[src/rtl/versioned_adjacency_store_macros.svh]
// Assertion macros shared by the versioned adjacency store RTL.
`ifndef VERSIONED_ADJACENCY_STORE_MACROS_SVH
`define VERSIONED_ADJACENCY_STORE_MACROS_SVH

// Same-cycle implication, sampled on clk_i, quiet during reset.
`define VAS_ASSERT_IMP(label, ante, cons) \
  label: assert property (@(posedge clk_i) disable iff (!rst_ni) (ante) |-> (cons)) \
    else $error("vas assertion failed");

// Next-cycle implication, sampled on clk_i, quiet during reset.
`define VAS_ASSERT_NXT(label, ante, cons) \
  label: assert property (@(posedge clk_i) disable iff (!rst_ni) (ante) |=> (cons)) \
    else $error("vas assertion failed");

`endif

[src/rtl/vas_pkg.sv]
// Shared constants and codes for the versioned adjacency store.
package vas_pkg;

  localparam int NODE_COUNT_DEF   = 1024;
  localparam int DEGREE_LIMIT_DEF = 32;
  localparam int VERSION_BITS_DEF = 8;
  localparam int ID_BITS_DEF      = 10;

  localparam int KIND_W   = 3;
  localparam int LEN_W    = 8;
  localparam int STATUS_W = 3;
  localparam int CNT_W    = 6;
  localparam int TOTAL_W  = 11;
  localparam int MAXDEG_W = 6;
  localparam int CFG_DW   = 32;
  localparam int CFG_AW   = 3;

  localparam logic [MAXDEG_W-1:0] MAX_DEGREE_RST = MAXDEG_W'(32);

  typedef enum logic [KIND_W-1:0] {
    KIND_INSERT  = 3'd0,
    KIND_READ    = 3'd1,
    KIND_SIZE    = 3'd2,
    KIND_DELETE  = 3'd3,
    KIND_RECOVER = 3'd4
  } kind_e;

  typedef enum logic [STATUS_W-1:0] {
    ST_OK        = 3'd0,
    ST_TOO_LONG  = 3'd1,
    ST_DISABLED  = 3'd2,
    ST_OVERFLOW  = 3'd3,
    ST_UNDERFLOW = 3'd4,
    ST_UNKNOWN   = 3'd5
  } status_e;

  typedef enum logic {
    REG_MAX_DEGREE = 1'b0,
    REG_DELETE_EN  = 1'b1
  } cfg_reg_e;

endpackage

[src/rtl/vas_if.sv]
// Request and result channel interfaces.
interface vas_in_if #(
  parameter int ID_BITS = vas_pkg::ID_BITS_DEF
);
  logic                       valid;
  logic                       ready;
  logic [vas_pkg::KIND_W-1:0] kind;
  logic [ID_BITS-1:0]         node_id;
  logic [ID_BITS-1:0]         nbr_id;
  logic [vas_pkg::LEN_W-1:0]  list_length;
  logic [vas_pkg::LEN_W-1:0]  element_index;

  modport source (output valid, kind, node_id, nbr_id, list_length, element_index,
                  input ready);
  modport sink   (input valid, kind, node_id, nbr_id, list_length, element_index,
                  output ready);
endinterface

interface vas_out_if #(
  parameter int ID_BITS = vas_pkg::ID_BITS_DEF
);
  logic                         valid;
  logic                         ready;
  logic [vas_pkg::STATUS_W-1:0] status;
  logic [ID_BITS-1:0]           nbr_out;
  logic                         neighbor_valid;
  logic                         last;
  logic [vas_pkg::CNT_W-1:0]    neighbor_count;
  logic [vas_pkg::TOTAL_W-1:0]  node_count;
  logic [vas_pkg::TOTAL_W-1:0]  id_limit;

  modport source (output valid, status, nbr_out, neighbor_valid, last,
                  neighbor_count, node_count, id_limit, input ready);
  modport sink   (input valid, status, nbr_out, neighbor_valid, last,
                  neighbor_count, node_count, id_limit, output ready);
endinterface

[src/rtl/vas_ctrl.sv]
// Sequencer: reads, modifies and writes back node records and neighbor entries.
module vas_ctrl #(
  parameter int NODE_COUNT   = vas_pkg::NODE_COUNT_DEF,
  parameter int DEGREE_LIMIT = vas_pkg::DEGREE_LIMIT_DEF,
  parameter int VERSION_BITS = vas_pkg::VERSION_BITS_DEF,
  parameter int ID_BITS      = vas_pkg::ID_BITS_DEF,
  parameter int AW           = $clog2(NODE_COUNT),
  parameter int RW           = 2 + VERSION_BITS + $clog2(DEGREE_LIMIT + 1),
  parameter int EAW          = AW + ((DEGREE_LIMIT > 1) ? $clog2(DEGREE_LIMIT) : 1),
  parameter int EW           = ID_BITS + VERSION_BITS
) (
  input  logic                           clk_i,
  input  logic                           rst_ni,
  input  logic                           busy_i,
  input  logic [vas_pkg::MAXDEG_W-1:0]   max_degree_i,
  input  logic                           delete_enabled_i,
  vas_in_if.sink                         in_i,
  vas_out_if.source                      out_o,
  output logic                           nrd_en_o,
  output logic [AW-1:0]                  nrd_addr_o,
  input  logic [RW-1:0]                  nrd_data_i,
  output logic                           nwr_en_o,
  output logic [AW-1:0]                  nwr_addr_o,
  output logic [RW-1:0]                  nwr_data_o,
  output logic                           erd_en_o,
  output logic [EAW-1:0]                 erd_addr_o,
  input  logic [EW-1:0]                  erd_data_i,
  output logic                           ewr_en_o,
  output logic [EAW-1:0]                 ewr_addr_o,
  output logic [EW-1:0]                  ewr_data_o
);
  import vas_pkg::*;

  localparam int VB = VERSION_BITS;
  localparam int IW = EAW - AW;
  localparam int DW = RW - 2 - VB;
  localparam int CW = $clog2(NODE_COUNT + 1);
  localparam int XW = AW + ID_BITS;
  localparam logic [VB-1:0] VMAX = {VB{1'b1}};
  localparam logic [LEN_W-1:0] DL = LEN_W'(DEGREE_LIMIT);

  typedef enum logic [2:0] {
    S_IDLE, S_NODE, S_NBR, S_ENT, S_VER, S_FIN
  } state_e;

  function automatic logic [AW-1:0] to_addr(input logic [ID_BITS-1:0] id);
    logic [XW-1:0] x;
    x = XW'(id);
    return x[AW-1:0];
  endfunction

  function automatic logic in_rng(input logic [ID_BITS-1:0] id);
    return XW'(id) < XW'(NODE_COUNT);
  endfunction

  function automatic logic [TOTAL_W-1:0] to_total(input logic [CW-1:0] v);
    logic [CW+TOTAL_W-1:0] x;
    x = (CW + TOTAL_W)'(v);
    return x[TOTAL_W-1:0];
  endfunction

  function automatic logic [CNT_W-1:0] to_cnt(input logic [DW-1:0] v);
    logic [DW+CNT_W-1:0] x;
    x = (DW + CNT_W)'(v);
    return x[CNT_W-1:0];
  endfunction

  state_e               state_q, state_d;
  kind_e                kind_q, kind_d;
  logic [ID_BITS-1:0]   node_q, node_d, nbr_q, nbr_d;
  logic [LEN_W-1:0]     len_q, len_d, idx_q, idx_d;
  status_e              fst_q, fst_d;
  logic [DW-1:0]        fcnt_q, fcnt_d, deg_q, deg_d, i_q, i_d;
  logic [RW-1:0]        wrec_q, wrec_d;
  logic                 pend_q, pend_d;
  logic [ID_BITS-1:0]   pend_id_q, pend_id_d;
  logic [CW-1:0]        pc_q, pc_d, hi_q, hi_d;

  logic                 ov_q, ov_d;
  status_e              os_q, os_d;
  logic [ID_BITS-1:0]   oid_q, oid_d;
  logic                 onv_q, onv_d, olast_q, olast_d;
  logic [CNT_W-1:0]     ocnt_q, ocnt_d;
  logic [TOTAL_W-1:0]   onc_q, onc_d, olim_q, olim_d;

  logic                 out_free;
  logic [LEN_W-1:0]     lim;
  logic [RW-1:0]        rec, nrec;
  logic                 r_present, r_known;
  logic [VB-1:0]        r_ver;
  logic [DW-1:0]        r_deg;
  logic [ID_BITS-1:0]   e_id;
  logic [VB-1:0]        e_ver, cur_ver;
  logic                 surv;
  logic [DW-1:0]        i_nx;
  logic [CW-1:0]        node_p1;

  assign out_free = !ov_q || out_o.ready;
  assign lim = (LEN_W'(max_degree_i) > DL) ? DL : LEN_W'(max_degree_i);
  assign in_i.ready = (state_q == S_IDLE) && !busy_i;

  assign rec       = nrd_data_i;
  assign r_present = rec[RW-1] && in_rng(node_q);
  assign r_known   = rec[RW-2] && in_rng(node_q);
  assign r_ver     = rec[DW+VB-1:DW];
  assign r_deg     = rec[DW-1:0];
  assign e_id      = erd_data_i[ID_BITS-1:0];
  assign e_ver     = erd_data_i[EW-1:ID_BITS];
  // ids beyond the node range compare against version zero
  assign cur_ver   = in_rng(e_id) ? rec[DW+VB-1:DW] : '0;
  assign surv      = !delete_enabled_i || (cur_ver == e_ver);
  assign i_nx      = i_q + 1'b1;
  assign node_p1   = CW'(to_addr(node_q)) + 1'b1;

  always_comb begin
    state_d = state_q;  kind_d = kind_q;  node_d = node_q;  nbr_d = nbr_q;
    len_d = len_q;  idx_d = idx_q;  fst_d = fst_q;  fcnt_d = fcnt_q;
    deg_d = deg_q;  i_d = i_q;  wrec_d = wrec_q;  pend_d = pend_q;
    pend_id_d = pend_id_q;  pc_d = pc_q;  hi_d = hi_q;
    ov_d = ov_q && !out_o.ready;
    os_d = os_q;  oid_d = oid_q;  onv_d = onv_q;  olast_d = olast_q;
    ocnt_d = ocnt_q;  onc_d = onc_q;  olim_d = olim_q;
    nrd_en_o = 1'b0;  nrd_addr_o = to_addr(node_q);
    nwr_en_o = 1'b0;  nwr_addr_o = to_addr(node_q);  nwr_data_o = rec;
    erd_en_o = 1'b0;  erd_addr_o = {to_addr(node_q), i_q[IW-1:0]};
    ewr_en_o = 1'b0;  ewr_addr_o = {to_addr(node_q), idx_q[IW-1:0]};
    ewr_data_o = {{VB{1'b0}}, nbr_q};
    nrec = rec;

    unique case (state_q)
      S_IDLE: begin
        if (in_i.valid && !busy_i) begin
          kind_d = kind_e'(in_i.kind);
          node_d = in_i.node_id;
          nbr_d  = in_i.nbr_id;
          len_d  = in_i.list_length;
          idx_d  = in_i.element_index;
          fst_d  = ST_OK;
          fcnt_d = '0;
          pend_d = 1'b0;
          state_d = S_FIN;
          nrd_addr_o = to_addr(in_i.node_id);
          unique case (kind_e'(in_i.kind))
            KIND_INSERT: begin
              if (in_i.list_length > lim) begin
                fst_d = ST_TOO_LONG;
              end else if (in_rng(in_i.node_id) && !(in_i.list_length != '0 &&
                           in_i.element_index >= in_i.list_length)) begin
                nrd_en_o = 1'b1;
                state_d  = S_NODE;
              end
            end
            KIND_READ, KIND_SIZE: begin
              if (in_rng(in_i.node_id)) begin
                nrd_en_o = 1'b1;
                state_d  = S_NODE;
              end
            end
            KIND_DELETE: begin
              if (!delete_enabled_i) begin
                fst_d = ST_DISABLED;
              end else if (in_rng(in_i.node_id)) begin
                nrd_en_o = 1'b1;
                state_d  = S_NODE;
              end
            end
            KIND_RECOVER: begin
              if (!delete_enabled_i) begin
                fst_d = ST_DISABLED;
              end else if (!in_rng(in_i.node_id)) begin
                fst_d = ST_UNKNOWN;
              end else begin
                nrd_en_o = 1'b1;
                state_d  = S_NODE;
              end
            end
            default: ;
          endcase
        end
      end
      S_NODE: begin
        state_d = S_FIN;
        unique case (kind_q)
          KIND_INSERT: begin
            nrec = rec;
            nrec[RW-1] = 1'b1;
            if (!rec[RW-1]) begin
              pc_d = pc_q + 1'b1;
              if (delete_enabled_i) begin
                nrec[RW-2] = 1'b1;
                nrec[DW+VB-1:DW] = '0;
              end
            end
            nrec[DW-1:0] = DW'(len_q);
            nwr_en_o   = 1'b1;
            nwr_data_o = nrec;
            wrec_d     = nrec;
            if (node_p1 > hi_q) begin
              hi_d = node_p1;
            end
            if (len_q != '0) begin
              if (delete_enabled_i && in_rng(nbr_q)) begin
                nrd_en_o   = 1'b1;
                nrd_addr_o = to_addr(nbr_q);
                state_d    = S_NBR;
              end else begin
                ewr_en_o = 1'b1;
              end
            end
          end
          KIND_READ: begin
            if (r_present && r_deg != '0) begin
              deg_d    = r_deg;
              i_d      = '0;
              erd_en_o = 1'b1;
              erd_addr_o = {to_addr(node_q), {IW{1'b0}}};
              state_d  = S_ENT;
            end
          end
          KIND_SIZE: begin
            fcnt_d = r_present ? r_deg : '0;
          end
          KIND_DELETE: begin
            if (r_known) begin
              if (r_ver == VMAX) begin
                fst_d = ST_OVERFLOW;
              end else begin
                nrec[DW+VB-1:DW] = r_ver + 1'b1;
                nwr_en_o   = 1'b1;
                nwr_data_o = nrec;
              end
            end
          end
          KIND_RECOVER: begin
            if (!r_known) begin
              fst_d = ST_UNKNOWN;
            end else if (r_ver == '0) begin
              fst_d = ST_UNDERFLOW;
            end else begin
              nrec[DW+VB-1:DW] = r_ver - 1'b1;
              nwr_en_o   = 1'b1;
              nwr_data_o = nrec;
            end
          end
          default: ;
        endcase
      end
      S_NBR: begin
        // forward the record just written when the neighbor is the node itself
        nrec = (nbr_q == node_q) ? wrec_q : rec;
        nrec[RW-2] = 1'b1;
        nwr_en_o   = 1'b1;
        nwr_addr_o = to_addr(nbr_q);
        nwr_data_o = nrec;
        ewr_en_o   = 1'b1;
        ewr_data_o = {nrec[DW+VB-1:DW], nbr_q};
        state_d    = S_FIN;
      end
      S_ENT: begin
        nrd_en_o   = in_rng(e_id);
        nrd_addr_o = to_addr(e_id);
        state_d    = S_VER;
      end
      S_VER: begin
        if (!(surv && pend_q && !out_free)) begin
          if (surv) begin
            if (pend_q) begin
              ov_d = 1'b1;  os_d = ST_OK;  oid_d = pend_id_q;  onv_d = 1'b1;
              olast_d = 1'b0;  ocnt_d = '0;  onc_d = '0;  olim_d = '0;
            end
            pend_d    = 1'b1;
            pend_id_d = e_id;
          end
          i_d = i_nx;
          if (i_nx < deg_q) begin
            erd_en_o   = 1'b1;
            erd_addr_o = {to_addr(node_q), i_nx[IW-1:0]};
            state_d    = S_ENT;
          end else begin
            state_d = S_FIN;
          end
        end
      end
      S_FIN: begin
        if (out_free) begin
          ov_d = 1'b1;  os_d = fst_q;  oid_d = '0;  onv_d = 1'b0;  olast_d = 1'b1;
          ocnt_d = '0;  onc_d = '0;  olim_d = '0;
          if (kind_q == KIND_READ && pend_q) begin
            oid_d = pend_id_q;
            onv_d = 1'b1;
          end
          if (kind_q == KIND_SIZE) begin
            ocnt_d = to_cnt(fcnt_q);
            onc_d  = to_total(pc_q);
            olim_d = to_total(hi_q);
          end
          state_d = S_IDLE;
        end
      end
      default: state_d = S_IDLE;
    endcase
  end

  always_ff @(posedge clk_i or negedge rst_ni) begin
    if (!rst_ni) begin
      state_q <= S_IDLE;  kind_q <= KIND_INSERT;  node_q <= '0;  nbr_q <= '0;
      len_q <= '0;  idx_q <= '0;  fst_q <= ST_OK;  fcnt_q <= '0;  deg_q <= '0;
      i_q <= '0;  wrec_q <= '0;  pend_q <= 1'b0;  pend_id_q <= '0;
      pc_q <= '0;  hi_q <= '0;  ov_q <= 1'b0;  os_q <= ST_OK;  oid_q <= '0;
      onv_q <= 1'b0;  olast_q <= 1'b0;  ocnt_q <= '0;  onc_q <= '0;  olim_q <= '0;
    end else begin
      state_q <= state_d;  kind_q <= kind_d;  node_q <= node_d;  nbr_q <= nbr_d;
      len_q <= len_d;  idx_q <= idx_d;  fst_q <= fst_d;  fcnt_q <= fcnt_d;
      deg_q <= deg_d;  i_q <= i_d;  wrec_q <= wrec_d;  pend_q <= pend_d;
      pend_id_q <= pend_id_d;  pc_q <= pc_d;  hi_q <= hi_d;  ov_q <= ov_d;
      os_q <= os_d;  oid_q <= oid_d;  onv_q <= onv_d;  olast_q <= olast_d;
      ocnt_q <= ocnt_d;  onc_q <= onc_d;  olim_q <= olim_d;
    end
  end

  assign out_o.valid           = ov_q;
  assign out_o.status          = os_q;
  assign out_o.nbr_out         = oid_q;
  assign out_o.neighbor_valid  = onv_q;
  assign out_o.last            = olast_q;
  assign out_o.neighbor_count  = ocnt_q;
  assign out_o.node_count      = onc_q;
  assign out_o.id_limit        = olim_q;
endmodule
[src/flat_wrapper.sv]
// flat-port wrapper written by rule: the top's interface ports become plain ports
module vas_ctrl_flat import vas_pkg::*;
#(
  parameter int NODE_COUNT   = vas_pkg::NODE_COUNT_DEF,
  parameter int DEGREE_LIMIT = vas_pkg::DEGREE_LIMIT_DEF,
  parameter int VERSION_BITS = vas_pkg::VERSION_BITS_DEF,
  parameter int ID_BITS      = vas_pkg::ID_BITS_DEF,
  parameter int AW           = $clog2(NODE_COUNT),
  parameter int RW           = 2 + VERSION_BITS + $clog2(DEGREE_LIMIT + 1),
  parameter int EAW          = AW + ((DEGREE_LIMIT > 1) ? $clog2(DEGREE_LIMIT) : 1),
  parameter int EW           = ID_BITS + VERSION_BITS
)
  (clk_i, rst_ni, busy_i, max_degree_i, delete_enabled_i, nrd_en_o, nrd_addr_o, nrd_data_i, nwr_en_o, nwr_addr_o, nwr_data_o, erd_en_o, erd_addr_o, erd_data_i, ewr_en_o, ewr_addr_o, ewr_data_o, in_i_valid, in_i_kind, in_i_node_id, in_i_nbr_id, in_i_list_length, in_i_element_index, in_i_ready, out_o_valid, out_o_status, out_o_nbr_out, out_o_neighbor_valid, out_o_last, out_o_neighbor_count, out_o_node_count, out_o_id_limit, out_o_ready);
  vas_in_if #(.ID_BITS(ID_BITS)) in_i_i ();
  vas_out_if #(.ID_BITS(ID_BITS)) out_o_i ();
  input  logic clk_i;
  input  logic rst_ni;
  input  logic busy_i;
  input  logic [vas_pkg::MAXDEG_W-1:0] max_degree_i;
  input  logic delete_enabled_i;
  output logic nrd_en_o;
  output logic [AW-1:0] nrd_addr_o;
  input  logic [RW-1:0] nrd_data_i;
  output logic nwr_en_o;
  output logic [AW-1:0] nwr_addr_o;
  output logic [RW-1:0] nwr_data_o;
  output logic erd_en_o;
  output logic [EAW-1:0] erd_addr_o;
  input  logic [EW-1:0] erd_data_i;
  output logic ewr_en_o;
  output logic [EAW-1:0] ewr_addr_o;
  output logic [EW-1:0] ewr_data_o;
  input wire logic [$bits(in_i_i.valid)-1:0] in_i_valid;
  input wire logic [$bits(in_i_i.kind)-1:0] in_i_kind;
  input wire logic [$bits(in_i_i.node_id)-1:0] in_i_node_id;
  input wire logic [$bits(in_i_i.nbr_id)-1:0] in_i_nbr_id;
  input wire logic [$bits(in_i_i.list_length)-1:0] in_i_list_length;
  input wire logic [$bits(in_i_i.element_index)-1:0] in_i_element_index;
  output wire logic [$bits(in_i_i.ready)-1:0] in_i_ready;
  output wire logic [$bits(out_o_i.valid)-1:0] out_o_valid;
  output wire logic [$bits(out_o_i.status)-1:0] out_o_status;
  output wire logic [$bits(out_o_i.nbr_out)-1:0] out_o_nbr_out;
  output wire logic [$bits(out_o_i.neighbor_valid)-1:0] out_o_neighbor_valid;
  output wire logic [$bits(out_o_i.last)-1:0] out_o_last;
  output wire logic [$bits(out_o_i.neighbor_count)-1:0] out_o_neighbor_count;
  output wire logic [$bits(out_o_i.node_count)-1:0] out_o_node_count;
  output wire logic [$bits(out_o_i.id_limit)-1:0] out_o_id_limit;
  input wire logic [$bits(out_o_i.ready)-1:0] out_o_ready;
  assign in_i_i.valid = in_i_valid;
  assign in_i_i.kind = in_i_kind;
  assign in_i_i.node_id = in_i_node_id;
  assign in_i_i.nbr_id = in_i_nbr_id;
  assign in_i_i.list_length = in_i_list_length;
  assign in_i_i.element_index = in_i_element_index;
  assign in_i_ready = in_i_i.ready;
  assign out_o_valid = out_o_i.valid;
  assign out_o_status = out_o_i.status;
  assign out_o_nbr_out = out_o_i.nbr_out;
  assign out_o_neighbor_valid = out_o_i.neighbor_valid;
  assign out_o_last = out_o_i.last;
  assign out_o_neighbor_count = out_o_i.neighbor_count;
  assign out_o_node_count = out_o_i.node_count;
  assign out_o_id_limit = out_o_i.id_limit;
  assign out_o_i.ready = out_o_ready;
  vas_ctrl #(.NODE_COUNT(NODE_COUNT), .DEGREE_LIMIT(DEGREE_LIMIT), .VERSION_BITS(VERSION_BITS), .ID_BITS(ID_BITS), .AW(AW), .RW(RW), .EAW(EAW), .EW(EW)) u_core (.clk_i(clk_i), .rst_ni(rst_ni), .busy_i(busy_i), .max_degree_i(max_degree_i), .delete_enabled_i(delete_enabled_i), .in_i(in_i_i), .out_o(out_o_i), .nrd_en_o(nrd_en_o), .nrd_addr_o(nrd_addr_o), .nrd_data_i(nrd_data_i), .nwr_en_o(nwr_en_o), .nwr_addr_o(nwr_addr_o), .nwr_data_o(nwr_data_o), .erd_en_o(erd_en_o), .erd_addr_o(erd_addr_o), .erd_data_i(erd_data_i), .ewr_en_o(ewr_en_o), .ewr_addr_o(ewr_addr_o), .ewr_data_o(ewr_data_o));
endmodule
[config.mk]
export PLATFORM = sky130hd
export DESIGN_NAME = vas_ctrl_flat
export DESIGN_NICKNAME = d
export VERILOG_FILES = /design/src/rtl/versioned_adjacency_store_macros.svh /design/src/rtl/vas_pkg.sv /design/src/rtl/vas_if.sv /design/src/rtl/vas_ctrl.sv /design/src/flat_wrapper.sv
export SDC_FILE = /design/constraint.sdc
export NUM_CORES = 1
export LEC_CHECK = 0
export ABC_CLOCK_PERIOD_IN_PS = 3460
export BUFFER_PORTS_ARGS = -buffer_cell sky130_fd_sc_hd__buf_2
export CAP_MARGIN = 25
export CORE_MARGIN = 1.5
export CORE_UTILIZATION = 35
export DETAILED_ROUTE_END_ITERATION = 16
export PLACE_DENSITY = 0.58
export RECOVER_POWER = 100
export REMOVE_ABC_BUFFERS = 1
export SYNTH_ARGS = -nofsm -noshare
export SYNTH_HDL_FRONTEND = slang
export SYNTH_SLANG_ARGS = --single-unit
[constraint.sdc]
create_clock -name clk_i -period 3.46 [get_ports clk_i]
set_input_delay 0.173 -clock clk_i [delete_from_list [all_inputs] [get_ports clk_i]]
set_output_delay 0.173 -clock clk_i [all_outputs]
set_load 0.01 [all_outputs]
==> flow_summary.toml <==
[sta]
rsz0062_at_grt = "no"
finalHoldViolations = 0
fin_crit_sh = 0.954
clock.fmax_mhz = 303
slew_viol_final = 169
fin_worst_skew_ns = 0.00992
worstMarginPinSlew_ns = 2.13
period_needed_ns = 3.30
setup_violations = 0
slew_headroom = -0.421
whs_ns = 0.0145

[floorplanning]
die_y_um = 163
initial_core_util = 0.356
rows = 58
die_area_um2 = 26500
die_w_um = 163
ios = 218
core_area_um2 = 25100

[logic_synthesis]
synth_top_area_cell = "dfrtp_1"
synth-seq-cells = 152
yosys-top-cells-area = "dfrtp_1 43%, mux2_2 7.3%, nand2_1 7.1%"
yosysSeqAreaShare = 0.425
netlist_instances = 926
ys_warn_count = 0
synth_cell_types = 77
synthArstFlopShare = 1.00
synth_top_area_share = 0.425
syn_area_um2 = 8940
yosys_most_used_dff = "dfrtp_1"
synth.avg_cell_area_um2 = 9.66
synth_edf_count = 0

[pwr]
p_leak_uw = 0.00507
p_switching_uw = 3780
total_power_uw = 9010
powerDensity_nw_per_um2 = 829
pwr-share-comb = 0.443
vdd_drop_max_v = 0.000333
seq_power_share = 0.345
power_frac_clock = 0.212
swShare = 0.420
intPower_uw = 5230

[clock_network]
clkTransAtPathRegs_ns = 0.07
tritoncts = "built"
cts_root_buffer = "clkbuf_16"
cts_buffer_depth = 2
htree_levels = 4
cts_sinks = 152
numCtsBuffers = 17
clk_latency_ns = 0.42

[worst_setup_path]
crit_fanout = 6
worst_setup_path_end_kind = "primary output"
path_class = "flop to primary output"
worstPathRequired_ns = 3.29
worstPathArrival_ns = 3.13
cpPeakStageDelay_ns = 0.45
cp_cell_sequence = "ha_1 -> nor2b_1 -> or2_2 -> ha_1 -> a21o_1 -> a31oi_1 -> o21ai_2 -> a211oi_1 -> buf_4 -> mux2_2 -> buf_2"
slowest_stage = "dfrtp_2"
critPathLaunchType = "flop"
crit_top_cell = "ha_1"

[drt]
drc_errors = 0
postRouteAntennaNets = 0
wl_um = 26700
wl_per_cell_um = 17.9
via_count = 7755
dr.pass1.iters = 7
drt_iter0_markers = 556
vias_per_cell = 5.22

[placed_design]
dp.cells = 1428
dp_hpwl_um = 19000
io_buffers = 217
gp_congestion = 0.911
dpl-instance-area_um2 = 10300

[finish]
diodes = 0
register_area_um2 = 3800
nNetsFinal = 1265
final_area_um2 = 10900
stdcell_count = 1487
drive_above_1_share = 0.188
multiInputGateArea_um2 = 4550
area_delta_synth_final_pct = 21.5
fillCellCount = 2603

[global_route]
antenna_found_initial = 2
grt_first_pass_wirelength_um = 40900
grt_max_degree = 153
grt-ovfl-total = 0
grt_pass1_vias = 7235
track_usage = 0.201

[run]
maxCapViolCount = 2

[hold_path]
hp-class = "input pin to flop"

[outcome]
run_status = "finished, violations left"
violations = "max-capacitance violations, max-slew violations"
## cells in the final DEF (no fill, tap or decap), types with 36 or more instances in the layout
| cell | netlist | layout |
|---|---|---|
| inv_1 | 48 | 49 |
| buf_2 | 13 | 99 |
| clkbuf_1 | 34 | 124 |
| nand2_1 | 169 | 169 |
| mux2_2 | 58 | 58 |
| o21ai_0 | 42 | 42 |
| ha_1 | 36 | 36 |
| nor2_1 | 40 | 41 |
| dfrtp_1 | 152 | 151 |
## power groups by stage
stage / logic, uW / clock network, uW / registers (uW)
floorplan: 2500 / 0 / 3160
global placement: 4170 / 0 / 3120
detailed placement: 4200 / 0 / 3140
CTS: 4240 / 1960 / 3110
global route: 4440 / 2030 / 3210
finish: 3990 / 1910 / 3110
## Yosys cell counts (8+ instances only)
cell type	instances
nand2_1	169
dfrtp_1	152
mux2_2	58
inv_1	48
o21ai_0	42
nor2_1	40
ha_1	36
a22o_1	34
clkbuf_1	34
xnor2_1	34
mux2i_1	30
nand3_1	24
a21oi_1	22
buf_4	15
nand4_1	14
buf_2	13
a222oi_1	10
mux2_4	9
nand2b_1	9
a31oi_1	8
and3_1	8
## metrics by stage
stage / util / setup TNS (ns) / setup slack [ns]
finish: 0.433 / 0 / 0.158
global placement: 0.411 / 0 / 0.527
detailed placement: 0.411 / 0 / 0.470
global route: 0.433 / 0 / 0.00286
floorplan: - / -27.03 / -0.740
CTS: 0.444 / 0 / 0.0166
## timing repair
item / in CTS / in global routing
endpoints found under the setup margin: 0 / 6
gates resized for setup: 0 / 3
hold endpoints to repair: 176 / 0
hold buffers: 25 / 0
setup buffers: 0 / 1
## critical path: cells and delay by family (launching register included)
family	cells	cell delay, ns
buf+inv	2	0.31
compound gates	4	0.62
flops	1	0.45
mux	1	0.32
fa+ha+maj	2	0.55
simple gates	2	0.44
## routing by layer
metal / wire length, um / global-route usage / vias up
li1: - / - / 3697
met1: 12700 / 0.280 / 3810
met2: 12400 / 0.319 / 233
met3: 1400 / 0.0400 / 15
met4: 206 / 0.0509 / 0
met5: 0 / 0 / -
## final cells by class
| class | instances | area share |
|---|---|---|
| Sequential cell | 152 | 0.350 |
| Multi-Input combinational cell | 660 | 0.419 |
| Timing Repair Buffer | 264 | 0.122 |
| Clock buffer | 18 | 0.0395 |
| Clock inverter | 14 | 0.0149 |
| Inverter | 49 | 0.0169 |
| Tap cell | 330 | 0.0380 |
## registers in the layout, summed over array words and instances, names as in the netlist, 8 cells and up
signal	count
u_core.wrec_q	15
u_core.hi_q	11
u_core.out_o.id_limit	11
u_core.out_o.node_count	11
u_core.pc_q	11
u_core.nbr_q	10
u_core.node_q	10
u_core.out_o.nbr_out	10
u_core.pend_id_q	10
u_core.len_q	8
## cell families after synthesis
| group | synth area share |
|---|---|
| simple gates | 0.174 |
| compound gates | 0.132 |
| flops | 0.425 |
| buf+inv | 0.0569 |
| mux | 0.122 |
| xor+xnor | 0.0402 |
| fa+ha+maj | 0.0504 |
## path summary, 6_finish.rpt
path	slack (ns)	startpoint	cells after the start	to
max	0.16	u_core.i_q[0]	11	erd_addr_o[1]
max in group asynchronous	0.81	rst_ni	3	u_core.i_q[0]
min in group asynchronous	1.17	rst_ni	3	u_core.out_o.nbr_out[0]
min	0.01	in_i_node_id[8]	2	u_core.node_q[8]
min reg2reg	0.48	u_core.wrec_q[0]	2	u_core.wrec_q[0]
max reg2reg	0.34	u_core.node_q[0]	10	u_core.hi_q[1]
(Power assumes the default switching activity.)
